===== config.mk =====
export PLATFORM = sky130hd
export DESIGN_NAME = bit_field_unpacker_top
export DESIGN_NICKNAME = d
export VERILOG_FILES = /design/src/hdl/bfu_pkg.sv /design/src/hdl/bfu_width_mem.sv /design/src/hdl/bfu_extract.sv /design/src/hdl/bit_field_unpacker_top.sv
export VERILOG_INCLUDE_DIRS = /design/src /design/src/hdl
export SDC_FILE = /design/constraint.sdc
export NUM_CORES = 2
export LEC_CHECK = 0
export BUFFER_PORTS_ARGS = -buffer_cell sky130_fd_sc_hd__buf_2
export CORE_UTILIZATION = 50
export CTS_BUF_LIST = sky130_fd_sc_hd__clkbuf_4 sky130_fd_sc_hd__clkbuf_8
export DETAILED_ROUTE_END_ITERATION = 6
export PLACE_DENSITY_LB_ADDON = 0.05
export SETUP_SLACK_MARGIN = 0.15
export SLEW_MARGIN = 0
export SYNTH_ARGS = -nofsm -noshare
export SYNTH_HDL_FRONTEND = slang
export SYNTH_SLANG_ARGS = --single-unit

===== constraint.sdc =====
create_clock -name clk -period 9.85 [get_ports clk]
set_input_delay 0.985 -clock clk [delete_from_list [all_inputs] [get_ports clk]]
set_output_delay 0.985 -clock clk [all_outputs]
set_load 0.02 [all_outputs]

===== src/hdl/bit_field_unpacker_top_macros.svh =====
// assertion macros for the bit field unpacker top level
// expects clk and rst_n in the scope where a macro is used
`ifndef BIT_FIELD_UNPACKER_TOP_MACROS_SVH
`define BIT_FIELD_UNPACKER_TOP_MACROS_SVH

// consequent checked in the same cycle as the antecedent
`define BFU_CHECK_SAME(lbl, ante, cons, msg) \
    lbl: assert property (@(posedge clk) disable iff (!rst_n) (ante) |-> (cons)) \
        else $error(msg);

// consequent checked in the cycle after the antecedent
`define BFU_CHECK_NEXT(lbl, ante, cons, msg) \
    lbl: assert property (@(posedge clk) disable iff (!rst_n) (ante) |=> (cons)) \
        else $error(msg);

`endif


===== src/hdl/bfu_pkg.sv =====
// shared constants, tables and types for the bit field unpacker
// no dependencies
`default_nettype none

package bfu_pkg;

    localparam int WORD_W         = 16;
    localparam int BYTE_W         = 8;
    localparam int FIELD_NUM_W    = 8;
    localparam int FIELD_CNT_W    = 9;
    localparam int ENTRY_IDX_W    = 8;
    localparam int ENTRY_WID_W    = 5;
    localparam int REM_W          = 5;
    localparam int CARRY_W        = 15;
    localparam int CARRY_CNT_W    = 4;
    localparam int TBL_DATA_W     = 4;
    localparam int TBL_ADDR_MAX   = 12;
    localparam int MAX_FIELDS_DEF = 256;

    localparam int CFG_IDX_W  = 1;
    localparam int CFG_DATA_W = 9;

    // configuration register indexes
    localparam logic [CFG_IDX_W-1:0] CFG_BIG_ENDIAN  = 1'd0;
    localparam logic [CFG_IDX_W-1:0] CFG_FIELD_COUNT = 1'd1;

    // request codes
    localparam logic REQ_DATA = 1'b0;
    localparam logic REQ_LOAD = 1'b1;

    // right-aligned masks of 0 to 16 ones
    localparam logic [WORD_W-1:0] LOW_MASK [0:WORD_W] = '{
        16'h0000, 16'h0001, 16'h0003, 16'h0007, 16'h000F, 16'h001F, 16'h003F,
        16'h007F, 16'h00FF, 16'h01FF, 16'h03FF, 16'h07FF, 16'h0FFF, 16'h1FFF,
        16'h3FFF, 16'h7FFF, 16'hFFFF
    };

    // width table port requests
    typedef struct packed {
        logic                    wr_en;
        logic [TBL_ADDR_MAX-1:0] wr_addr;
        logic [TBL_DATA_W-1:0]   wr_data;
        logic [TBL_ADDR_MAX-1:0] rd_addr;
    } tbl_req_t;

    // extractor status seen by the top level
    typedef struct packed {
        logic busy;
        logic nf_zero;
    } bfu_stat_t;

endpackage

`default_nettype wire


===== src/hdl/bfu_width_mem.sv =====
// width table: one write port, one registered read port
// depends on bfu_pkg
`default_nettype none

module bfu_width_mem #(
    parameter int MAX_FIELDS = bfu_pkg::MAX_FIELDS_DEF
) (
    input  wire logic                             clk,
    input  wire bfu_pkg::tbl_req_t                req,
    output logic [bfu_pkg::TBL_DATA_W-1:0]        rdata
);
    import bfu_pkg::*;

    localparam int AW = (MAX_FIELDS > 1) ? $clog2(MAX_FIELDS) : 1;

    logic [TBL_DATA_W-1:0] mem [MAX_FIELDS];
    logic [TBL_DATA_W-1:0] rdata_reg;

    always_ff @(posedge clk)
    begin
        if (req.wr_en)
        begin
            mem[req.wr_addr[AW-1:0]] <= req.wr_data;
        end
        rdata_reg <= mem[req.rd_addr[AW-1:0]];
    end

    assign rdata = rdata_reg;

endmodule

`default_nettype wire


===== src/hdl/bfu_extract.sv =====
// field extraction sequencer with table loads and the output register
// depends on bfu_pkg; drives the width table ports
`default_nettype none

module bfu_extract #(
    parameter int MAX_FIELDS = bfu_pkg::MAX_FIELDS_DEF
) (
    input  wire logic                              clk,
    input  wire logic                              rst_n,
    input  wire logic                              in_valid,
    output logic                                   in_ready,
    input  wire logic                              req_type,
    input  wire logic [bfu_pkg::BYTE_W-1:0]        first_byte,
    input  wire logic [bfu_pkg::BYTE_W-1:0]        second_byte,
    input  wire logic [bfu_pkg::ENTRY_IDX_W-1:0]   entry_index,
    input  wire logic [bfu_pkg::ENTRY_WID_W-1:0]   entry_width,
    input  wire logic                              big_endian,
    input  wire logic [bfu_pkg::FIELD_CNT_W-1:0]   field_count,
    input  wire logic [bfu_pkg::TBL_DATA_W-1:0]    tbl_rdata,
    output bfu_pkg::tbl_req_t                      tbl_req,
    output logic                                   out_valid,
    input  wire logic                              out_ready,
    output logic [bfu_pkg::FIELD_NUM_W-1:0]        field_number,
    output logic [bfu_pkg::WORD_W-1:0]             field_value,
    output logic                                   last_field,
    output bfu_pkg::bfu_stat_t                     stat
);
    import bfu_pkg::*;

    localparam int NF_W  = (MAX_FIELDS > 1) ? $clog2(MAX_FIELDS) : 1;
    localparam int CMP_W = (NF_W + 1 > FIELD_CNT_W) ? NF_W + 1 : FIELD_CNT_W;

    localparam logic ST_IDLE = 1'b0;
    localparam logic ST_RUN  = 1'b1;

    logic                   state_reg, state_next;
    logic [WORD_W-1:0]      word_reg, word_next;
    logic [REM_W-1:0]       rem_reg, rem_next;
    logic [NF_W-1:0]        nf_reg, nf_next;
    logic [CARRY_W-1:0]     carry_bits_reg, carry_bits_next;
    logic [CARRY_CNT_W-1:0] carry_cnt_reg, carry_cnt_next;
    logic                   out_valid_reg, out_valid_next;
    logic [FIELD_NUM_W-1:0] field_number_reg, field_number_next;
    logic [WORD_W-1:0]      field_value_reg, field_value_next;
    logic                   last_field_reg, last_field_next;

    logic                   in_acc;
    logic                   out_free;
    logic [REM_W-1:0]       fw;
    logic [REM_W-1:0]       cc_ext;
    logic [REM_W-1:0]       need;
    logic [REM_W-1:0]       shift_amt;
    logic [REM_W-1:0]       cc_sum;
    logic [31:0]            carry_ext;
    logic [31:0]            word_ext;
    logic [31:0]            fv_full;
    logic [31:0]            cb_full;
    logic [CMP_W-1:0]       fc_ext;
    logic [CMP_W-1:0]       count_eff;
    logic                   is_last;
    logic [ENTRY_WID_W-1:0] wid_clamp;

    assign in_ready = (state_reg == ST_IDLE);
    assign in_acc   = in_valid && in_ready;
    assign out_free = !out_valid_reg || out_ready;

    // bits still missing from the current field
    assign fw        = {1'b0, tbl_rdata} + REM_W'(1);
    assign cc_ext    = {1'b0, carry_cnt_reg};
    assign need      = (fw > cc_ext) ? (fw - cc_ext) : REM_W'(1);
    assign shift_amt = rem_reg - need;
    assign cc_sum    = cc_ext + rem_reg;

    assign carry_ext = 32'(carry_bits_reg);
    assign word_ext  = 32'(word_reg);
    assign fv_full   = (carry_ext << need)
                     | ((word_ext >> shift_amt) & 32'(LOW_MASK[need]));
    assign cb_full   = (carry_ext << rem_reg) | (word_ext & 32'(LOW_MASK[rem_reg]));

    // section length clamped to 1 .. MAX_FIELDS
    assign fc_ext = CMP_W'(field_count);
    always_comb
    begin
        if (field_count == '0)
        begin
            count_eff = CMP_W'(1);
        end
        else if (fc_ext > CMP_W'(MAX_FIELDS))
        begin
            count_eff = CMP_W'(MAX_FIELDS);
        end
        else
        begin
            count_eff = fc_ext;
        end
    end

    assign is_last = (CMP_W'(nf_reg) + CMP_W'(1)) >= count_eff;

    always_comb
    begin
        if (entry_width == '0)
        begin
            wid_clamp = ENTRY_WID_W'(1);
        end
        else if (entry_width > ENTRY_WID_W'(WORD_W))
        begin
            wid_clamp = ENTRY_WID_W'(WORD_W);
        end
        else
        begin
            wid_clamp = entry_width;
        end
    end

    always_comb
    begin
        state_next        = state_reg;
        word_next         = word_reg;
        rem_next          = rem_reg;
        nf_next           = nf_reg;
        carry_bits_next   = carry_bits_reg;
        carry_cnt_next    = carry_cnt_reg;
        out_valid_next    = out_valid_reg && !out_ready;
        field_number_next = field_number_reg;
        field_value_next  = field_value_reg;
        last_field_next   = last_field_reg;
        tbl_req.wr_en     = 1'b0;
        tbl_req.wr_addr   = TBL_ADDR_MAX'(entry_index);
        tbl_req.wr_data   = TBL_DATA_W'(wid_clamp - ENTRY_WID_W'(1));

        case (state_reg)
            ST_IDLE:
            begin
                if (in_acc)
                begin
                    if (req_type == REQ_LOAD)
                    begin
                        tbl_req.wr_en = (32'(entry_index) < 32'(MAX_FIELDS));
                    end
                    else
                    begin
                        word_next  = big_endian ? {first_byte, second_byte}
                                                : {second_byte, first_byte};
                        rem_next   = REM_W'(WORD_W);
                        state_next = ST_RUN;
                    end
                end
            end
            ST_RUN:
            begin
                if (need > rem_reg)
                begin
                    // field straddles into the next word
                    carry_bits_next = cb_full[CARRY_W-1:0];
                    carry_cnt_next  = cc_sum[CARRY_CNT_W-1:0];
                    state_next      = ST_IDLE;
                end
                else if (out_free)
                begin
                    out_valid_next    = 1'b1;
                    field_number_next = FIELD_NUM_W'(nf_reg);
                    field_value_next  = fv_full[WORD_W-1:0];
                    last_field_next   = is_last;
                    carry_bits_next   = '0;
                    carry_cnt_next    = '0;
                    rem_next          = rem_reg - need;
                    if (is_last)
                    begin
                        // rest of the word is dropped
                        nf_next    = '0;
                        state_next = ST_IDLE;
                    end
                    else
                    begin
                        nf_next = nf_reg + NF_W'(1);
                        if (rem_reg == need)
                        begin
                            state_next = ST_IDLE;
                        end
                    end
                end
            end
            default:
            begin
                state_next = ST_IDLE;
            end
        endcase

        // table read follows the field index so the width is ready next cycle
        tbl_req.rd_addr = TBL_ADDR_MAX'(nf_next);
    end

    always_ff @(posedge clk or negedge rst_n)
    begin
        if (!rst_n)
        begin
            state_reg      <= ST_IDLE;
            nf_reg         <= '0;
            carry_bits_reg <= '0;
            carry_cnt_reg  <= '0;
            out_valid_reg  <= 1'b0;
        end
        else
        begin
            state_reg      <= state_next;
            nf_reg         <= nf_next;
            carry_bits_reg <= carry_bits_next;
            carry_cnt_reg  <= carry_cnt_next;
            out_valid_reg  <= out_valid_next;
        end
    end

    always_ff @(posedge clk)
    begin
        word_reg         <= word_next;
        rem_reg          <= rem_next;
        field_number_reg <= field_number_next;
        field_value_reg  <= field_value_next;
        last_field_reg   <= last_field_next;
    end

    assign out_valid    = out_valid_reg;
    assign field_number = field_number_reg;
    assign field_value  = field_value_reg;
    assign last_field   = last_field_reg;

    assign stat.busy    = (state_reg == ST_RUN);
    assign stat.nf_zero = (nf_reg == '0);

endmodule

`default_nettype wire


===== src/hdl/bit_field_unpacker_top.sv =====
// bit field unpacker top level: config registers, width table, extractor
// a load transaction writes the width table on acceptance; a data word is accepted in idle,
// then the run state emits each field it completes and keeps a straddling field as carry;
// a new word waits for run to end; run loads the output register; a held output stalls
// reset clears position, carry and output valid, big_endian to 1, field_count to 1;
// the width table is not cleared. depends on bfu_pkg, bfu_width_mem, bfu_extract
`default_nettype none
`include "bit_field_unpacker_top_macros.svh"

module bit_field_unpacker_top #(
    parameter int MAX_FIELDS = bfu_pkg::MAX_FIELDS_DEF
) (
    input  wire logic                              clk,
    input  wire logic                              rst_n,
    input  wire logic                              cfg_valid,
    output logic                                   cfg_ready,
    input  wire logic [bfu_pkg::CFG_IDX_W-1:0]     cfg_index,
    input  wire logic [bfu_pkg::CFG_DATA_W-1:0]    cfg_data,
    input  wire logic                              in_valid,
    output logic                                   in_ready,
    input  wire logic                              req_type,
    input  wire logic [bfu_pkg::BYTE_W-1:0]        first_byte,
    input  wire logic [bfu_pkg::BYTE_W-1:0]        second_byte,
    input  wire logic [bfu_pkg::ENTRY_IDX_W-1:0]   entry_index,
    input  wire logic [bfu_pkg::ENTRY_WID_W-1:0]   entry_width,
    output logic                                   out_valid,
    input  wire logic                              out_ready,
    output logic [bfu_pkg::FIELD_NUM_W-1:0]        field_number,
    output logic [bfu_pkg::WORD_W-1:0]             field_value,
    output logic                                   last_field
);
    import bfu_pkg::*;

    logic                   big_endian_reg, big_endian_next;
    logic [FIELD_CNT_W-1:0] field_count_reg, field_count_next;
    tbl_req_t               tbl_req;
    logic [TBL_DATA_W-1:0]  tbl_rdata;
    bfu_stat_t              stat;

    assign cfg_ready = 1'b1;

    always_comb
    begin
        big_endian_next  = big_endian_reg;
        field_count_next = field_count_reg;
        if (cfg_valid && cfg_ready)
        begin
            case (cfg_index)
                CFG_BIG_ENDIAN:  big_endian_next  = cfg_data[0];
                CFG_FIELD_COUNT: field_count_next = FIELD_CNT_W'(cfg_data);
                default:         ;
            endcase
        end
    end

    always_ff @(posedge clk or negedge rst_n)
    begin
        if (!rst_n)
        begin
            big_endian_reg  <= 1'b1;
            field_count_reg <= FIELD_CNT_W'(1);
        end
        else
        begin
            big_endian_reg  <= big_endian_next;
            field_count_reg <= field_count_next;
        end
    end

    bfu_width_mem #(
        .MAX_FIELDS (MAX_FIELDS)
    ) u_width_mem (
        .clk   (clk),
        .req   (tbl_req),
        .rdata (tbl_rdata)
    );

    bfu_extract #(
        .MAX_FIELDS (MAX_FIELDS)
    ) u_extract (
        .clk          (clk),
        .rst_n        (rst_n),
        .in_valid     (in_valid),
        .in_ready     (in_ready),
        .req_type     (req_type),
        .first_byte   (first_byte),
        .second_byte  (second_byte),
        .entry_index  (entry_index),
        .entry_width  (entry_width),
        .big_endian   (big_endian_reg),
        .field_count  (field_count_reg),
        .tbl_rdata    (tbl_rdata),
        .tbl_req      (tbl_req),
        .out_valid    (out_valid),
        .out_ready    (out_ready),
        .field_number (field_number),
        .field_value  (field_value),
        .last_field   (last_field),
        .stat         (stat)
    );

    // a table load never starts a result
    `BFU_CHECK_NEXT(a_load_no_result, in_valid && in_ready && req_type == REQ_LOAD && !out_valid, !out_valid, "load transaction produced a result")

    // an accepted data word always starts extraction
    `BFU_CHECK_NEXT(a_data_starts_run, in_valid && in_ready && req_type == REQ_DATA, stat.busy, "data word did not start extraction")

    // after the last field of a section the position is back at field zero
    `BFU_CHECK_SAME(a_last_wraps, out_valid && last_field, stat.nf_zero, "position not reset after last field")

endmodule

`default_nettype wire

==> run_summary.xml <==
<?xml version="1.0" encoding="UTF-8"?>
<metrics>
  <group name="layout">
    <metric name="finalNetCount" unit="">3749</metric>
    <metric name="seqCellArea" unit="um^2">33190</metric>
    <metric name="most-common-layout-cells" unit="">edfxtp_1, nand2_1, nor2_1</metric>
    <metric name="nFillCells" unit="">7626</metric>
    <metric name="layout-drive-gt1-share" unit="%">12.94</metric>
    <metric name="layout-area-overhead-vs-synth" unit="%">10.47</metric>
    <metric name="area_taken_by_multi_input_logic_gates" unit="um^2">13140</metric>
    <metric name="layout.cells.most_common" unit="">edfxtp_1</metric>
    <metric name="final_cell_count_no_fill" unit="">5066</metric>
    <metric name="largest_reg_flops" unit="">1024</metric>
  </group>
  <group name="synthesis">
    <metric name="synth.lib_cells_used.distinct" unit="">80</metric>
    <metric name="mappedNetlistArea" unit="um^2">47490</metric>
    <metric name="yosysSeqAreaShare" unit="%">69.89</metric>
    <metric name="yosys_warnings" unit="">0</metric>
    <metric name="synthesis.area_per_instance" unit="um^2">13.22</metric>
    <metric name="synth-edff-count" unit="">1070</metric>
    <metric name="ys.flop_type" unit="">edfxtp_1</metric>
    <metric name="syn-instance-count" unit="">3593</metric>
    <metric name="synth_fp_nets" unit="">3665</metric>
    <metric name="synth.ff_latch_count" unit="">1113</metric>
    <metric name="postSynth.asyncResetShare" unit="%">3.504</metric>
  </group>
  <group name="detailed_routing">
    <metric name="dr.first_iter.drc_count" unit="">2893</metric>
    <metric name="detailedRoute.firstPassIterationCount" unit="">6</metric>
    <metric name="detail_route.vias_per_cell" unit="">5.957</metric>
    <metric name="detail_route.wl_per_cell" unit="um">25.56</metric>
    <metric name="route.detailed.drc" unit="">0</metric>
    <metric name="via_count" unit="">30180</metric>
    <metric name="detail-route-antenna-nets" unit="">0</metric>
    <metric name="route.final.wire_length" unit="mm">129.5</metric>
  </group>
  <group name="clock_network">
    <metric name="clock-sinks" unit="">1113</metric>
    <metric name="clk_slew_on_worst_s_h_paths" unit="ns">0.07</metric>
    <metric name="htreeDepth" unit="">4</metric>
    <metric name="post-cts-setup-buffer-count" unit="">0</metric>
    <metric name="cts.repair.resized" unit="">0</metric>
    <metric name="cts_tree" unit="">done</metric>
    <metric name="post_cts_hold_buffer_count" unit="">0</metric>
    <metric name="insertion_delay" unit="ns">0.87</metric>
    <metric name="cts-root-to-sink-buffers" unit="">3</metric>
    <metric name="clockRootBuffer" unit="">clkbuf_8</metric>
    <metric name="number_of_buffers_added_by_the_clock_tree_synthesis_step" unit="">179</metric>
  </group>
  <group name="global_routing">
    <metric name="grt_pass1_wl" unit="mm">191.1</metric>
    <metric name="overflow" unit="">0</metric>
    <metric name="number_of_global_route_vias_before_repair" unit="">30150</metric>
    <metric name="antenna_found_initial" unit="">3</metric>
    <metric name="grt_start_max_net_pins" unit="">203</metric>
    <metric name="groute.usage.overall" unit="%">27.19</metric>
  </group>
  <group name="timing">
    <metric name="timing.final.setup_violations" unit="">0</metric>
    <metric name="skew" unit="ns">0.03843</metric>
    <metric name="maxSlewViolCount" unit="">0</metric>
    <metric name="max-slew-margin-rel" unit="%">18.85</metric>
    <metric name="clock.fmax" unit="MHz">116.9</metric>
    <metric name="max_slew.worst_pin.slew" unit="ns">1.214</metric>
    <metric name="rsz0062_at_grt" unit="">false</metric>
    <metric name="timing.final.hold_violations" unit="">0</metric>
    <metric name="final_min_period_over_clock_period" unit="%">86.83</metric>
    <metric name="min_period" unit="ns">8.553</metric>
    <metric name="setup-tns-final" unit="ns">0</metric>
  </group>
  <group name="hold_path">
    <metric name="min_path_type" unit="">primary input to async pin</metric>
  </group>
  <group name="critical_path">
    <metric name="cp_max_fo" unit="">102</metric>
    <metric name="worst-setup-path-type" unit="">flop to flop</metric>
    <metric name="start_kind" unit="">flop</metric>
    <metric name="timing.critical_path.slowest_cell_delay" unit="ns">1.01</metric>
    <metric name="cp-end-kind" unit="">flop</metric>
    <metric name="critical_path_arrival" unit="ns">9.25</metric>
    <metric name="worstPathRequired" unit="ns">10.55</metric>
    <metric name="timing.critical_path.slowest_stage_cell" unit="">nor4_1</metric>
    <metric name="worstPathCellList" unit="">ha_1 &gt; ha_1 &gt; nor2b_1 &gt; o21ai_0 &gt; a21boi_0 &gt; o21ai_0 &gt; nand2_1 &gt; and2_1 &gt; clkinv_1 &gt; ha_1 &gt; o211ai_1 &gt; a21o_2 &gt; inv_4 &gt; o32a_2 &gt; buf_12 &gt; buf_4 &gt; mux2i_1 &gt; o22ai_1 &gt; a31oi_1 &gt; or3_1 &gt; o31ai_1 &gt; nor4_1 &gt; nor4_1</metric>
    <metric name="critical-path-top-cell-by-count" unit="">ha_1</metric>
    <metric name="critical_path_buf_inv_count" unit="">4</metric>
    <metric name="cp_top_family" unit="">buffers and inverters</metric>
  </group>
  <group name="floorplanning">
    <metric name="fp.dieH" unit="um">310.2</metric>
    <metric name="floorplan.die.width" unit="um">310.2</metric>
    <metric name="io-pin-count" unit="">73</metric>
    <metric name="initial_utilization" unit="%">50.65</metric>
    <metric name="num_rows" unit="">112</metric>
    <metric name="core_region_area" unit="um^2">93750</metric>
    <metric name="floorplan.die_area" unit="um^2">96210</metric>
  </group>
  <group name="power">
    <metric name="p_per_area" unit="nW/um^2">372.5</metric>
    <metric name="irDropWorstVdd" unit="V">0.0004914</metric>
    <metric name="leakagePower" unit="nW">18.07</metric>
  </group>
  <group name="place">
    <metric name="detailedPlacementHpwl" unit="mm">76.39</metric>
    <metric name="numPortBuffers" unit="">71</metric>
    <metric name="place.gp.congestion" unit="">0.8688</metric>
    <metric name="placedCellCount" unit="">4750</metric>
  </group>
  <group name="outcome">
    <metric name="status" unit="">complete, no violations</metric>
  </group>
  <group name="job">
    <metric name="drv.max_cap_violation_count" unit="">0</metric>
  </group>
</metrics>
-- cell usage after synthesis, types with 13 or more instances --
library cell	instances	area [um^2]
a32oi_1	14	122.6
mux2_2	34	382.9
ha_1	24	300.3
nor2b_1	16	100.1
a31oi_1	112	700.7
mux4_2	14	315.3
nor4_1	16	100.1
buf_4	22	165.2
buf_2	62	310.3
o21ai_0	68	340.3
buf_1	14	52.55
o22ai_1	126	788.3
o31ai_1	13	97.59
edfxtp_1	1070	32130
mux2i_1	297	2973
nand2_1	635	2384
inv_1	26	97.59
nor2_1	314	1179
dfrtp_1	37	925.9
clkbuf_1	104	390.4
nor3_1	38	190.2
nand3_1	285	1426
a21oi_1	55	275.3
buf_6	21	236.5
-- kinds of logic (layout without fill, tap and decap cells) --
logic type	count (synthesis)	after routing	share of synthesized area, %
multiplexers	345	345	7.730
flip-flops	1113	1113	69.89
AO/OA/AOI/OAI	472	472	6.424
AND/OR/NAND/NOR	1360	1360	12.11
XOR/XNOR	19	19	0.3504
adder cells (fa/ha/maj)	27	27	0.7588
buffers and inverters	256	473	2.727
other	1	3	0.007897
-- power breakdown --
part | switching [mW] | internal (mW)
Sequential | 0.156 | 5.51
Combinational | 6.63 | 3.29
Clock | 1.81 | 2.15
-- per-stage QoR --
step / hold WS, ns / util [%] / setup WS [ns] / power (mW) / area [um^2]
after global placement: 0.4891 / 52.20 / 1.541 / 15.48 / 48940
after floorplan: 0.4444 / - / 0.9294 / 12.86 / 47500
final: 0.3046 / 55.96 / 1.297 / 19.54 / 52460
after detailed placement: 0.5026 / 52.20 / 1.404 / 15.58 / 48940
after global routing: 0.3405 / 55.95 / 0.9452 / 20.58 / 52460
after CTS: 0.2733 / 55.95 / 1.418 / 19.54 / 52450
-- metal layers --
metal	GRT usage (%)	routed length, um	vias to the layer above
met5	0	0	-
met4	8.901	3134	0
met3	4.434	7863	219
met2	44.07	61830	1061
met1	37.56	56660	15240
li1	-	-	13650
-- worst reg2reg max path: stages (launching register included) --
cell      delay (ns)
dfxtp_1         0.42
ha_1            0.30
ha_1            0.31
nor2b_1         0.13
o21ai_0         0.11
a21boi_0        0.25
o21ai_0         0.15
nand2_1         0.17
and2_1          0.42
clkinv_1        0.50
ha_1            0.58
o211ai_1        0.29
a21o_2          0.37
inv_4           0.45
o32a_2          0.39
buf_12          0.50
buf_4           0.87
mux2i_1         0.32
o22ai_1         0.13
a31oi_1         0.32
or3_1           0.18
o31ai_1         0.10
nor4_1          1.01
nor4_1          0.15
-- area by class of cell --
class                   instances  share of cell area, %
repair buffers                127                  1.717
multi-input cells            2224                  25.05
diodes                          2               0.009541
inverters                      32                 0.2624
clock buffers                 238                  5.636
clock inverters                76                  1.069
well taps                    1254                  2.991
flip-flops and latches       1113                  63.27
-- final timing paths --
| kind | start | endpoint | slack [ns] | cells after the start |
|---|---|---|---|---|
| worst max-delay path | u_width_mem.rdata[1]$_DFF_P_ | u_width_mem.rdata[2]$_DFF_P_ | 1.30 | 23 |
| worst min-delay path | rst_n | u_extract.nf_reg[2]$_DFF_PN0_ | 0.30 | 1 |
| worst max register to register | u_width_mem.rdata[1]$_DFF_P_ | u_width_mem.rdata[2]$_DFF_P_ | 1.30 | 23 |
| worst min register to register | u_extract.carry_cnt_reg[3]$_DFFE_PN0P_ | u_extract.carry_cnt_reg[3]$_DFFE_PN0P_ | 0.51 | 1 |
| max in group asynchronous | rst_n | u_extract.carry_cnt_reg[0]$_DFFE_PN0P_ | 8.89 | 1 |
| min in group clk | cfg_data[8] | field_count_reg[8]$_DFFE_PN0P_ | 0.38 | 2 |
(Power assumes the default switching activity.)
